<file path="config.mk">
export PLATFORM = sky130hd
export DESIGN_NAME = mfdf_ctrl
export DESIGN_NICKNAME = d
export VERILOG_FILES = /design/src/rtl/core/mfdf_pkg.sv /design/src/rtl/core/mfdf_ctrl.sv
export SDC_FILE = /design/constraint.sdc
export NUM_CORES = 1
export LEC_CHECK = 0
export BUFFER_PORTS_ARGS = -buffer_cell sky130_fd_sc_hd__buf_2
export CAP_MARGIN = 20
export CORE_MARGIN = 5
export CORE_UTILIZATION = 25
export DETAILED_ROUTE_END_ITERATION = 10
export PLACE_DENSITY_LB_ADDON = 0.12
export SLEW_MARGIN = 10
export SYNTH_ARGS = -nofsm -noshare
export SYNTH_HDL_FRONTEND = slang
export SYNTH_SLANG_ARGS = --single-unit
export TNS_END_PERCENT = 20
</file>
<file path="constraint.sdc">
create_clock -name clk -period 2.6 [get_ports clk]
set_clock_uncertainty 0.2 [all_clocks]
set_input_delay 0.13 -clock clk [delete_from_list [all_inputs] [get_ports clk]]
set_output_delay 0.13 -clock clk [all_outputs]
set_load 0.02 [all_outputs]
</file>
<file path="src/rtl/core/mfdf_pkg.sv">
package mfdf_pkg;

	// Operation codes
	localparam logic [2:0] OP_DRAW      = 3'd0;
	localparam logic [2:0] OP_READ_PX   = 3'd1;
	localparam logic [2:0] OP_CLEAR     = 3'd2;
	localparam logic [2:0] OP_DIFF      = 3'd3;
	localparam logic [2:0] OP_FULL      = 3'd4;
	localparam logic [2:0] OP_READ_BYTE = 3'd5;

	// Pixel colors
	localparam logic [1:0] COLOR_BLACK       = 2'd0;
	localparam logic [1:0] COLOR_WHITE       = 2'd1;
	localparam logic [1:0] COLOR_INVERT      = 2'd2;
	localparam logic [1:0] COLOR_TRANSPARENT = 2'd3;

	// Result kinds
	localparam logic [2:0] KIND_ACK   = 3'd0;
	localparam logic [2:0] KIND_PIXEL = 3'd1;
	localparam logic [2:0] KIND_BYTE  = 3'd2;
	localparam logic [2:0] KIND_NONE  = 3'd3;
	localparam logic [2:0] KIND_SPAN  = 3'd4;

	// Frame geometry
	localparam int         NUM_PAGES      = 8;
	localparam int         FLUSH_COLS_MAX = 128;
	localparam logic [2:0] LAST_PAGE      = 3'd7;

	typedef struct packed {
		logic [2:0]         op;
		logic signed [15:0] x;
		logic signed [15:0] y;
		logic [1:0]         color;
		logic [2:0]         page;
		logic [6:0]         column;
	} cmd_t;

	typedef struct packed {
		logic [2:0] kind;
		logic       pixel;
		logic [7:0] data_byte;
		logic [2:0] span_page;
		logic [6:0] first_col;
		logic [6:0] last_col;
		logic       last;
	} rsp_t;

	// Source of a pushed result
	typedef enum logic [1:0] {
		PUSH_ITEM = 2'd0,
		PUSH_PEND = 2'd1,
		PUSH_FULL = 2'd2
	} push_sel_t;

	// Controller to datapath commands
	typedef struct packed {
		logic      load;
		logic      cnt_clr;
		logic      cnt_inc;
		logic      cnt_wide;
		logic      pg_inc;
		logic      rd_sweep;
		logic      wr_px;
		logic      wr_cur_zero;
		logic      wr_pri_zero;
		logic      copy_rd;
		logic      cmp;
		logic      page_done;
		logic      pend_clr;
		logic      push;
		push_sel_t push_sel;
		logic      push_last;
		logic      set_flag;
		logic      clr_flag;
	} ctl_t;

	// Datapath to controller status
	typedef struct packed {
		logic out_free;
		logic col_end;
		logic sweep_last;
		logic last_page;
		logic found;
		logic pend_vld;
		logic flag;
		logic draw_hit;
		logic is_full;
	} stat_t;

endpackage

</file>
<file path="src/rtl/core/mfdf_ctrl.sv">
module mfdf_ctrl (
	input  logic                clk,
	input  logic                arst_n,
	input  logic                cmd_valid,
	input  logic [2:0]          op,
	output logic                cmd_stall,
	input  mfdf_pkg::stat_t     stat,
	output mfdf_pkg::ctl_t      ctl
);

	typedef enum logic [12:0] {
		ST_INIT      = 13'b0000000000001,
		ST_IDLE      = 13'b0000000000010,
		ST_PX_RD     = 13'b0000000000100,
		ST_PX_DONE   = 13'b0000000001000,
		ST_RESP      = 13'b0000000010000,
		ST_CLEAR     = 13'b0000000100000,
		ST_SCAN_RD   = 13'b0000001000000,
		ST_SCAN_CMP  = 13'b0000010000000,
		ST_SCAN_PAGE = 13'b0000100000000,
		ST_DIFF_END  = 13'b0001000000000,
		ST_COPY      = 13'b0010000000000,
		ST_COPY_WAIT = 13'b0100000000000,
		ST_FULL_EMIT = 13'b1000000000000
	} state_t;

	state_t state_q;
	state_t state_d;

	// Advance state
	always_ff @(posedge clk or negedge arst_n) begin
		if (!arst_n) begin
			state_q <= ST_INIT;
		end else begin
			state_q <= state_d;
		end
	end

	// Decode state into datapath commands
	always_comb begin
		state_d   = state_q;
		ctl       = '0;
		cmd_stall = 1'b1;
		unique case (state_q)
			ST_INIT: begin
				ctl.wr_cur_zero = 1'b1;
				ctl.wr_pri_zero = 1'b1;
				ctl.cnt_inc     = 1'b1;
				ctl.cnt_wide    = 1'b1;
				if (stat.sweep_last) begin
					state_d = ST_IDLE;
				end
			end
			ST_IDLE: begin
				cmd_stall = 1'b0;
				if (cmd_valid) begin
					ctl.load    = 1'b1;
					ctl.cnt_clr = 1'b1;
					unique case (op) inside
						mfdf_pkg::OP_DRAW, mfdf_pkg::OP_READ_PX, mfdf_pkg::OP_READ_BYTE: begin
							state_d = ST_PX_RD;
						end
						mfdf_pkg::OP_CLEAR: begin
							state_d = ST_CLEAR;
						end
						mfdf_pkg::OP_DIFF: begin
							if (stat.flag) begin
								ctl.clr_flag = 1'b1;
								ctl.pend_clr = 1'b1;
								state_d      = ST_SCAN_RD;
							end else begin
								state_d = ST_RESP;
							end
						end
						mfdf_pkg::OP_FULL: begin
							ctl.clr_flag = 1'b1;
							state_d      = ST_COPY;
						end
						default: begin
							state_d = ST_RESP;
						end
					endcase
				end
			end
			ST_PX_RD: begin
				state_d = ST_PX_DONE;
			end
			ST_PX_DONE: begin
				// Write back and answer together once the output slot frees
				if (stat.out_free) begin
					ctl.push      = 1'b1;
					ctl.push_sel  = mfdf_pkg::PUSH_ITEM;
					ctl.push_last = 1'b1;
					if (stat.draw_hit) begin
						ctl.wr_px    = 1'b1;
						ctl.set_flag = 1'b1;
					end
					state_d = ST_IDLE;
				end
			end
			ST_RESP: begin
				if (stat.out_free) begin
					ctl.push      = 1'b1;
					ctl.push_sel  = mfdf_pkg::PUSH_ITEM;
					ctl.push_last = 1'b1;
					state_d       = ST_IDLE;
				end
			end
			ST_CLEAR: begin
				ctl.wr_cur_zero = 1'b1;
				ctl.cnt_inc     = 1'b1;
				ctl.cnt_wide    = 1'b1;
				if (stat.sweep_last) begin
					ctl.set_flag = 1'b1;
					state_d      = ST_RESP;
				end
			end
			ST_SCAN_RD: begin
				ctl.rd_sweep = 1'b1;
				state_d      = ST_SCAN_CMP;
			end
			ST_SCAN_CMP: begin
				ctl.rd_sweep = 1'b1;
				ctl.cmp      = 1'b1;
				if (stat.col_end) begin
					state_d = ST_SCAN_PAGE;
				end else begin
					ctl.cnt_inc = 1'b1;
					state_d     = ST_SCAN_RD;
				end
			end
			ST_SCAN_PAGE: begin
				// Hold while an older span must leave but the output is full
				if (!(stat.found && stat.pend_vld && !stat.out_free)) begin
					ctl.page_done = 1'b1;
					ctl.cnt_inc   = 1'b1;
					if (stat.found && stat.pend_vld) begin
						ctl.push     = 1'b1;
						ctl.push_sel = mfdf_pkg::PUSH_PEND;
					end
					if (stat.sweep_last) begin
						state_d = ST_DIFF_END;
					end else begin
						state_d = ST_SCAN_RD;
					end
				end
			end
			ST_DIFF_END: begin
				if (stat.out_free) begin
					ctl.push      = 1'b1;
					ctl.push_last = 1'b1;
					if (stat.pend_vld) begin
						ctl.push_sel = mfdf_pkg::PUSH_PEND;
						state_d      = ST_COPY;
					end else begin
						ctl.push_sel = mfdf_pkg::PUSH_ITEM;
						state_d      = ST_IDLE;
					end
				end
			end
			ST_COPY: begin
				ctl.rd_sweep = 1'b1;
				ctl.copy_rd  = 1'b1;
				ctl.cnt_inc  = 1'b1;
				ctl.cnt_wide = 1'b1;
				if (stat.sweep_last) begin
					state_d = ST_COPY_WAIT;
				end
			end
			ST_COPY_WAIT: begin
				// Last copy write lands in this cycle
				if (stat.is_full) begin
					state_d = ST_FULL_EMIT;
				end else begin
					state_d = ST_IDLE;
				end
			end
			ST_FULL_EMIT: begin
				if (stat.out_free) begin
					ctl.push      = 1'b1;
					ctl.push_sel  = mfdf_pkg::PUSH_FULL;
					ctl.push_last = stat.last_page;
					ctl.pg_inc    = 1'b1;
					if (stat.last_page) begin
						state_d = ST_IDLE;
					end
				end
			end
			default: begin
				state_d = ST_INIT;
			end
		endcase
	end

endmodule

</file>
; After elaboration in Yosys (flattened, before gate mapping)
; Index checks and enable logic that the tools add are counted.
[totals]
ff_bits = 13
latchBits = 0
ramBits = 0
rom_bits = 0
out_inout_bits = 20
word_cells = 90
mem_count = 0
[op_classes]
n_addsub = 0
mul = 0
n_div = 0
order_cmp = 0
eq_ne = 27
n_shift = 0
muxes = 52
bitwise_logic = 0
n_reduce_logical = 10
[ops]
columns = op, count
row1 = $pmux 13 s12, 1
row2 = $mux 13, 10
row3 = $pmux 13 s4, 1
row4 = $mux 1, 23
row5 = $ne 2x2->1 const B, 8
row6 = $pmux 3 s5, 1
row7 = $eq 13x1->1 const B, 1
row8 = $eq 13x10->1 const B, 1
row9 = $eq 13x11->1 const B, 1
row10 = $eq 13x12->1 const B, 1
row11 = $eq 13x13->1 const B, 1
row12 = $eq 13x2->1 const B, 1
row13 = $eq 13x3->1 const B, 1
row14 = $eq 13x4->1 const B, 1
row15 = $eq 13x5->1 const B, 1
row16 = $eq 13x6->1 const B, 1
row17 = $eq 13x7->1 const B, 1
row18 = $eq 13x8->1 const B, 1
row19 = $eq 13x9->1 const B, 1
row20 = $mux 4, 3
row21 = $mux 11, 1
row22 = $mux 10, 1
row23 = $mux 9, 1
row24 = $reduce_and 9->1, 1
row25 = 16 further kinds, 25

; Depth between registers and ports, before layout
; Gate-level depths: netlist (run 1).
[depth]
depth_word = 5
ltp_mapped = 9
depth_no_buf = 5

; Least setup slack after synthesis (run 1)
; Ideal clock, no wire load.
[synth_timing]
path_kind = reg-to-reg
start = register state_q[0]
end = register state_q[1]
setup_ps = 83
t_arrival_ps = 2466
setup_slack_ps = -148
path_stages_with_launch = 7
n_path_buf = 1
synth_period_minus_slack_ps = 2748
path_cell_list = dfstp_2 clkbuf_1 or4b_2 nor4_1 a211oi_1 o311a_1 o21ai_0
[synth_between]
elab_chain_len = 4
word_cells_on_any_way = 25
cone_classes = eq/ne (22) / mux (1) / reduce/logical (2)
[synth_rtl]
columns = item, line
row1 = from (decl), mfdf_ctrl.sv:27  ; state_t state_q;
row2 = from (signal assigned), mfdf_ctrl.sv:35  ; state_q <= state_d;
row3 = $eq 13x5->1 / $eq 13x4->1 (equally long branches), mfdf_ctrl.sv:44  ; unique case (state_q)
row4 = $reduce_or 2->1 (no line), -
row5 = $ne 2x1->1 (no line), -
row6 = $reduce_and 9->1 (no line), -
; Several ways; a longest one is shown, not always the timed one.
; A chain may end at the register's enable or synchronous reset.

==> impl_metrics.json, run 1 <==
{
  "regArea_um2": 327,
  "die_area_um2": 6270,
  "pwr-share-clk": 0.152,
  "drtIter0Drc": 93,
  "tritoncts": "built",
  "ant_nets": 0,
  "cap_viol_max_count": 0,
  "slew_headroom": 0.672,
  "dp_hpwl_um": 3570,
  "seqPwrFrac": 0.210,
  "grt.total_usage": 0.149,
  "io_pins": 35,
  "cp_cell_sequence": "or4_4, or4_4, o22a_4, inv_2, a211o_1, buf_6",
  "die_x_um": 79.2,
  "placed_area_um2": 1550,
  "initial_core_util": 0.255,
  "grt_pass1_vias": 1486,
  "fp-row-count": 25,
  "synth_edf_count": 0,
  "drc_errors": 0,
  "hp-class": "primary input to register",
  "end_kind": "output port",
  "slew_violations": 0,
  "synth_warnings": 0,
  "synth_largest_area_cell": "dfrtp_1",
  "period_minus_slack_ns": 2.61,
  "portBuffers": 34,
  "internal_power_w": 0.000712,
  "max_stage_delay_ns": 0.55,
  "largest_reg_flops": 13,
  "powerDensity_nw_per_um2": 725,
  "hold_depth": 3,
  "clk_path_buf_depth": 2,
  "coreArea_um2": 4690,
  "min_period_over_period": 1.00,
  "stdcell_area_um2": 1790,
  "cellLeakagePower_nw": 0.881,
  "largest-register": "state_q",
  "area_growth_pct": 49.5,
  "grt-ovfl-total": 0,
  "worstMarginPinSlew_ns": 0.486,
  "cts_root_buf": "clkbuf_8",
  "routed_wl_um": 4510,
  "synthTopCellsByArea": "dfrtp_1, nor2_1, nor4_1",
  "cts_buffers": 3,
  "finalSetupViolations": 3,
  "worstReg2RegStart": "state_q[4]",
  "synth_nets": 170,
  "cp.required_ns": 2.27,
  "yosysTopAreaCellShare": 0.251,
  "vias": 1457,
  "place.gp.congestion": 0.842,
  "fin_tns_setup_ns": -0.0150,
  "grt_max_degree": 14,
  "violations": "negative setup slack",
  "postSynthAreaPerCell_um2": 7.73,
  "p_sw_w": 0.000586,
  "top_regs": "state_q: 13 flops",
  "clk_pin_slew_ns": 0.06,
  "cpMostUsedCell": "or4_4",
  "outcome": "finished, violations left",
  "ys.flop_type": "dfrtp_1",
  "rsz0062_at_grt": "yes",
  "fill_cells": 499,
  "hold-path-endpoint": "state_q[2]",
  "vdd_drop_max_mv": 0.477,
  "insertion_delay_ns": 0.25,
  "wl_per_cell_um": 17.0,
  "crit_path_top_delay_cell": "or4_4",
  "worstPathMaxFanout": 3,
  "finalHoldViolCount": 0,
  "min_from": "op[0]",
  "htreeDepth": 1,
  "synth.distinct_cells": 49,
  "max_freq_mhz": 384,
  "drive_gt1_frac": 0.431,
  "viasPerCell": 5.50,
  "die_h_um": 79.2,
  "multi_input_area_um2": 877,
  "critPathArrivalTime_ns": 2.28,
  "cp_top_family": "simple AND/OR/NAND/NOR gates",
  "ff2ff_path_depth": 5,
  "critPathKind": "register to output port",
  "syn_inst": 155,
  "async_flop_share": 1.00,
  "r2r_slack_ns": 0.08,
  "cts_sinks": 13,
  "grt_pass1_wl_um": 7330,
  "combPwrFrac": 0.638,
  "p_sw_frac": 0.452,
  "diodes": 0,
  "ys_ff_latch": 13,
  "seq_area_frac_synth": 0.273,
  "drt_first_pass_iters": 4,
  "netlist_area_um2": 1200,
  "cp-start-kind": "register",
  "nNetsFinal": 227,
  "antenna_found_initial": 0,
  "path_buf_inv": 2,
  "reg2reg_to": "state_q[4]",
  "fin_ws_ns": -0.00648
}
[area by class of cell]
class,instances,share of cell area
clock inverters,1,0.00280
inverters,11,0.0231
well taps,54,0.0377
repair buffers,62,0.241
flip-flops and latches,13,0.182
multi-input cells,121,0.490
clock buffers,3,0.0231
[repair_timing]
item                                   4_1_cts  5_1_grt
endpoints found under the hold margin       17        0
setup buffers                                1        0
hold buffers                                 6        0
resized for setup                           11       25
setup endpoints to repair                   12       15
pin swaps                                    0        1
[worst min-delay path: cells and delay by family]
family | cells | cell delay (ns)
AOI/OAI and AO/OA | 1 | 0.08
buffers and inverters | 2 | 0.22
[layout by cell type (no fill, tap or decap), types with 2 or more instances in the layout]
| cell | count |
|---|---|
| a22o_2 | 2 |
| or3_4 | 2 |
| nor4_1 | 7 |
| dfrtp_1 | 12 |
| inv_2 | 3 |
| nor3_1 | 5 |
| nor2_1 | 19 |
| a21oi_1 | 6 |
| or4_4 | 5 |
| o211a_1 | 2 |
| buf_4 | 29 |
| buf_2 | 24 |
| nand4_1 | 5 |
| inv_1 | 8 |
| nand3_1 | 3 |
| o21ai_0 | 7 |
| dlygate4sd3_1 | 6 |
| or4b_2 | 2 |
| nand2b_1 | 4 |
| o32ai_1 | 2 |
| xor2_1 | 5 |
| nand2_1 | 10 |
| clkbuf_8 | 3 |
| buf_6 | 3 |
[kinds of logic (layout without fill, tap and decap cells)]
group                     count (synthesis)  count (layout)  share of synthesized area
xor gates and xnor gates                  5               5                     0.0366
DFF                                      13              13                      0.273
buffers and inverters                    21              77                     0.0763
and+or+nand+nor                          80              80                      0.380
AOI/OAI and AO/OA                        35              35                      0.222
muxes                                     1               1                     0.0125
[through the flow]
step | std cells | total power, W | hold slack (ns) | worst slack, ns | utilization
after floorplan | 155 | 0.000727 | -0.366 | -0.143 | -
after global placement | 254 | 0.000979 | -0.154 | 0.0465 | 0.330
after detailed placement | 254 | 0.000978 | -0.149 | 0.00833 | 0.330
after CTS | 265 | 0.00122 | 0.0248 | -0.0467 | 0.363
after global routing | 265 | 0.00137 | 0.0227 | -0.0562 | 0.382
final | 265 | 0.00130 | 0.0155 | -0.00648 | 0.382
[power by group through the flow]
stage               clock network [W]  registers, W  logic, W
floorplan                           0      0.000246  0.000481
global placement                    0      0.000270  0.000709
detailed placement                  0      0.000270  0.000708
CTS                          0.000197      0.000269  0.000751
global route                 0.000205      0.000275  0.000888
finish                       0.000197      0.000273  0.000828
[cell usage after synthesis (2+ instances only)]
library cell,number
a21oi_1,7
a22o_2,2
clkbuf_1,7
dfrtp_1,12
inv_1,11
nand2_1,11
nand2b_1,4
nand3_1,3
nand4_1,5
nor2_1,19
nor3_1,5
nor3b_1,2
nor4_1,9
nor4b_1,2
o211a_1,2
o21ai_0,7
o22ai_1,2
o32ai_1,2
or2_2,2
or3_1,2
or4_1,5
or4b_2,3
xor2_1,5
[how the worst max path moves through the flow]
stage	slack, ns	cells past startpoint	endpoint	from
6_report	-0.006	6	ctl[16]	state_q[4]
5_1_grt	-0.06	6	ctl[16]	state_q[4]
4_1_cts	-0.05	6	ctl[16]	state_q[4]
3_5_place_dp	0.008	4	state_q[2]	state_q[4]
3_3_place_gp	0.05	6	state_q[10]	state_q[4]
2_1_floorplan	-0.14	7	state_q[4]	state_q[5]
[metal layers]
layer / up-vias / global-route usage / part of all wire
met5: - / 0 / 0
met4: 0 / 0.0859 / 0.024
met3: 10 / 0.0204 / 0.040
met2: 43 / 0.248 / 0.49
met1: 707 / 0.183 / 0.45
li1: 697 / - / -
Power figures use the tool's default switching activity.
==> run 2: changes to the inputs <==
Settings changed: CORE_UTILIZATION 25 to 46, PLACE_DENSITY set to 0.71, PLACE_DENSITY_LB_ADDON 0.12 to not set.
==> run 2 against run 1 <==
The run still ends with negative setup slack left. First-iteration DRC count up 30%. Hold slack better by 0.055 ns. Design area up 0.21%. Sequential cell count unchanged. Sequential power about the same. Clock power down 34%. Critical endpoint unchanged.
==> impl_metrics.json, run 2 (synthesized netlist as in run 1, its figures left out) <==
{
  "finalHoldViolCount": 0,
  "slew_violations": 0,
  "gr-usage-met1": 0.290,
  "largest-register": "state_q",
  "hp-class": "primary input to asynchronous set/reset pin",
  "place.gp.congestion": 0.918,
  "cp.required_ns": 2.27,
  "cpMostUsedCell": "or4_4",
  "clk_path_buf_depth": 2,
  "cts_buffers": 3,
  "fp-row-count": 18,
  "final_common_cell": "buf_4",
  "routed_wl_um": 4380,
  "critPathKind": "register to output port",
  "period_minus_slack_ns": 2.63,
  "cts_sinks": 13,
  "ant_nets": 0,
  "instances_no_fill": 246,
  "top_regs": "state_q: 13 flops",
  "dp_hpwl_um": 3060,
  "outcome": "finished, violations left",
  "grt_max_degree": 14,
  "vias": 1529,
  "grt-ovfl-total": 0,
  "vdd_drop_max_mv": 0.494,
  "min_period_over_period": 1.01,
  "grt_use_met2": 0.409,
  "drt_first_pass_iters": 5,
  "clk_pin_slew_ns": 0.09,
  "cp_cell_sequence": "or4_4, or4_4, o22a_4, inv_2, a211o_1, buf_6",
  "cts_root_buf": "clkbuf_4",
  "placed_area_um2": 1500,
  "worstReg2RegStart": "state_q[3]",
  "r2r_slack_ns": 0.07,
  "use_met3": 0.0356,
  "die_h_um": 61.0,
  "portBuffers": 34,
  "path_buf_inv": 2,
  "cellLeakagePower_nw": 0.895,
  "final_util": 0.724,
  "worstMarginPinSlew_ns": 0.455,
  "diodes": 0,
  "powerDensity_nw_per_um2": 686,
  "end_kind": "output port",
  "ff2ff_path_depth": 4,
  "insertion_delay_ns": 0.28,
  "finalSetupViolations": 2,
  "drtIter0Drc": 121,
  "nNetsFinal": 232,
  "grt_pass1_vias": 1398,
  "drive_gt1_frac": 0.421,
  "final_cell_mix": "buf_4, buf_2, nor2_1",
  "busiest_layer": "met2",
  "fin_ws_ns": -0.0311,
  "fill_cells": 197,
  "reg2reg_to": "state_q[2]",
  "antenna_found_initial": 0,
  "tritoncts": "built",
  "io_pins": 35,
  "grt_pass1_wl_um": 6400,
  "htreeDepth": 1,
  "place_inst": 228,
  "crit_path_top_delay_cell": "or4_4",
  "max_freq_mhz": 380,
  "violations": "negative setup slack",
  "stdcell_area_um2": 1790,
  "worstPathMaxFanout": 3,
  "area_growth_pct": 49.8,
  "largest_reg_flops": 13,
  "cap_viol_max_count": 0,
  "coreArea_um2": 2480,
  "slew_headroom": 0.696,
  "wl_per_cell_um": 17.8,
  "die_x_um": 61.0,
  "critPathArrivalTime_ns": 2.30,
  "total_power_w": 0.00123,
  "initial_core_util": 0.483,
  "die_area_um2": 3720,
  "viasPerCell": 6.22,
  "cp_top_family": "simple AND/OR/NAND/NOR gates",
  "rsz0062_at_grt": "yes",
  "grt.total_usage": 0.230,
  "max_stage_delay_ns": 0.54,
  "cp-start-kind": "register",
  "drc_errors": 0
}
-- run 2: cell type report --
| cell class | instances | area [um^2] | share of cell area |
|---|---|---|---|
| multi-input combinational | 121 | 877 | 0.489 |
| timing repair buffer | 67 | 483 | 0.269 |
| sequential | 13 | 328 | 0.183 |
| inverter | 11 | 41.3 | 0.0230 |
| tap | 30 | 37.5 | 0.0209 |
| clock buffer | 3 | 22.5 | 0.0126 |
| clock inverter | 1 | 5.00 | 0.00279 |
-- run 2: per-stage QoR --
step                      hold slack, ns  worst slack, ns  TNS (ns)
after floorplan                   -0.366           -0.143    -0.296
after global placement            -0.160          -0.0930   -0.0930
after detailed placement          -0.161          -0.0477   -0.0477
after CTS                        0.00991          -0.0944    -0.367
after global routing              0.0975          -0.0789    -0.258
final                             0.0708          -0.0311   -0.0595
-- run 2: per-layer routing --
layer / routed length [um] / part of all wire
met1: 1710 / 0.39
met2: 2200 / 0.50
met3: 390 / 0.089
met4: 74 / 0.017
met5: 0 / 0
-- run 2: worst register-to-register path, cell delays in order, from the launching register on --
cell and delay [ns]:
dfrtp_1 0.42, or4b_4 0.58, or4_4 0.54, buf_4 0.17, a2111oi_1 0.47
-- run 2: power breakdown --
group	switching [W]	internal, W	leakage [nW]
clock	0.0000743	0.0000571	0.0177
combinational	0.000448	0.000377	0.703
sequential	0.0000407	0.000234	0.175
-- run 2: worst max-delay path by stage --
| stage | start | to | slack [ns] | cells after the start |
|---|---|---|---|---|
| 2_1_floorplan | state_q[5] | state_q[4] | -0.14 | 7 |
| 3_3_place_gp | state_q[4] | state_q[2] | -0.09 | 4 |
| 3_5_place_dp | state_q[4] | state_q[2] | -0.05 | 4 |
| 4_1_cts | state_q[4] | ctl[16] | -0.09 | 6 |
| 5_1_grt | state_q[2] | ctl[0] | -0.08 | 6 |
| 6_report | state_q[5] | ctl[16] | -0.03 | 6 |
-- run 2: repair_timing --
item,4_1_cts,5_1_grt
setup buffers,2,2
endpoints found under the setup margin,14,18
pin swaps,1,6
hold buffers,9,1
gates resized for setup,7,29
hold endpoints to repair,19,1
cloned,0,0
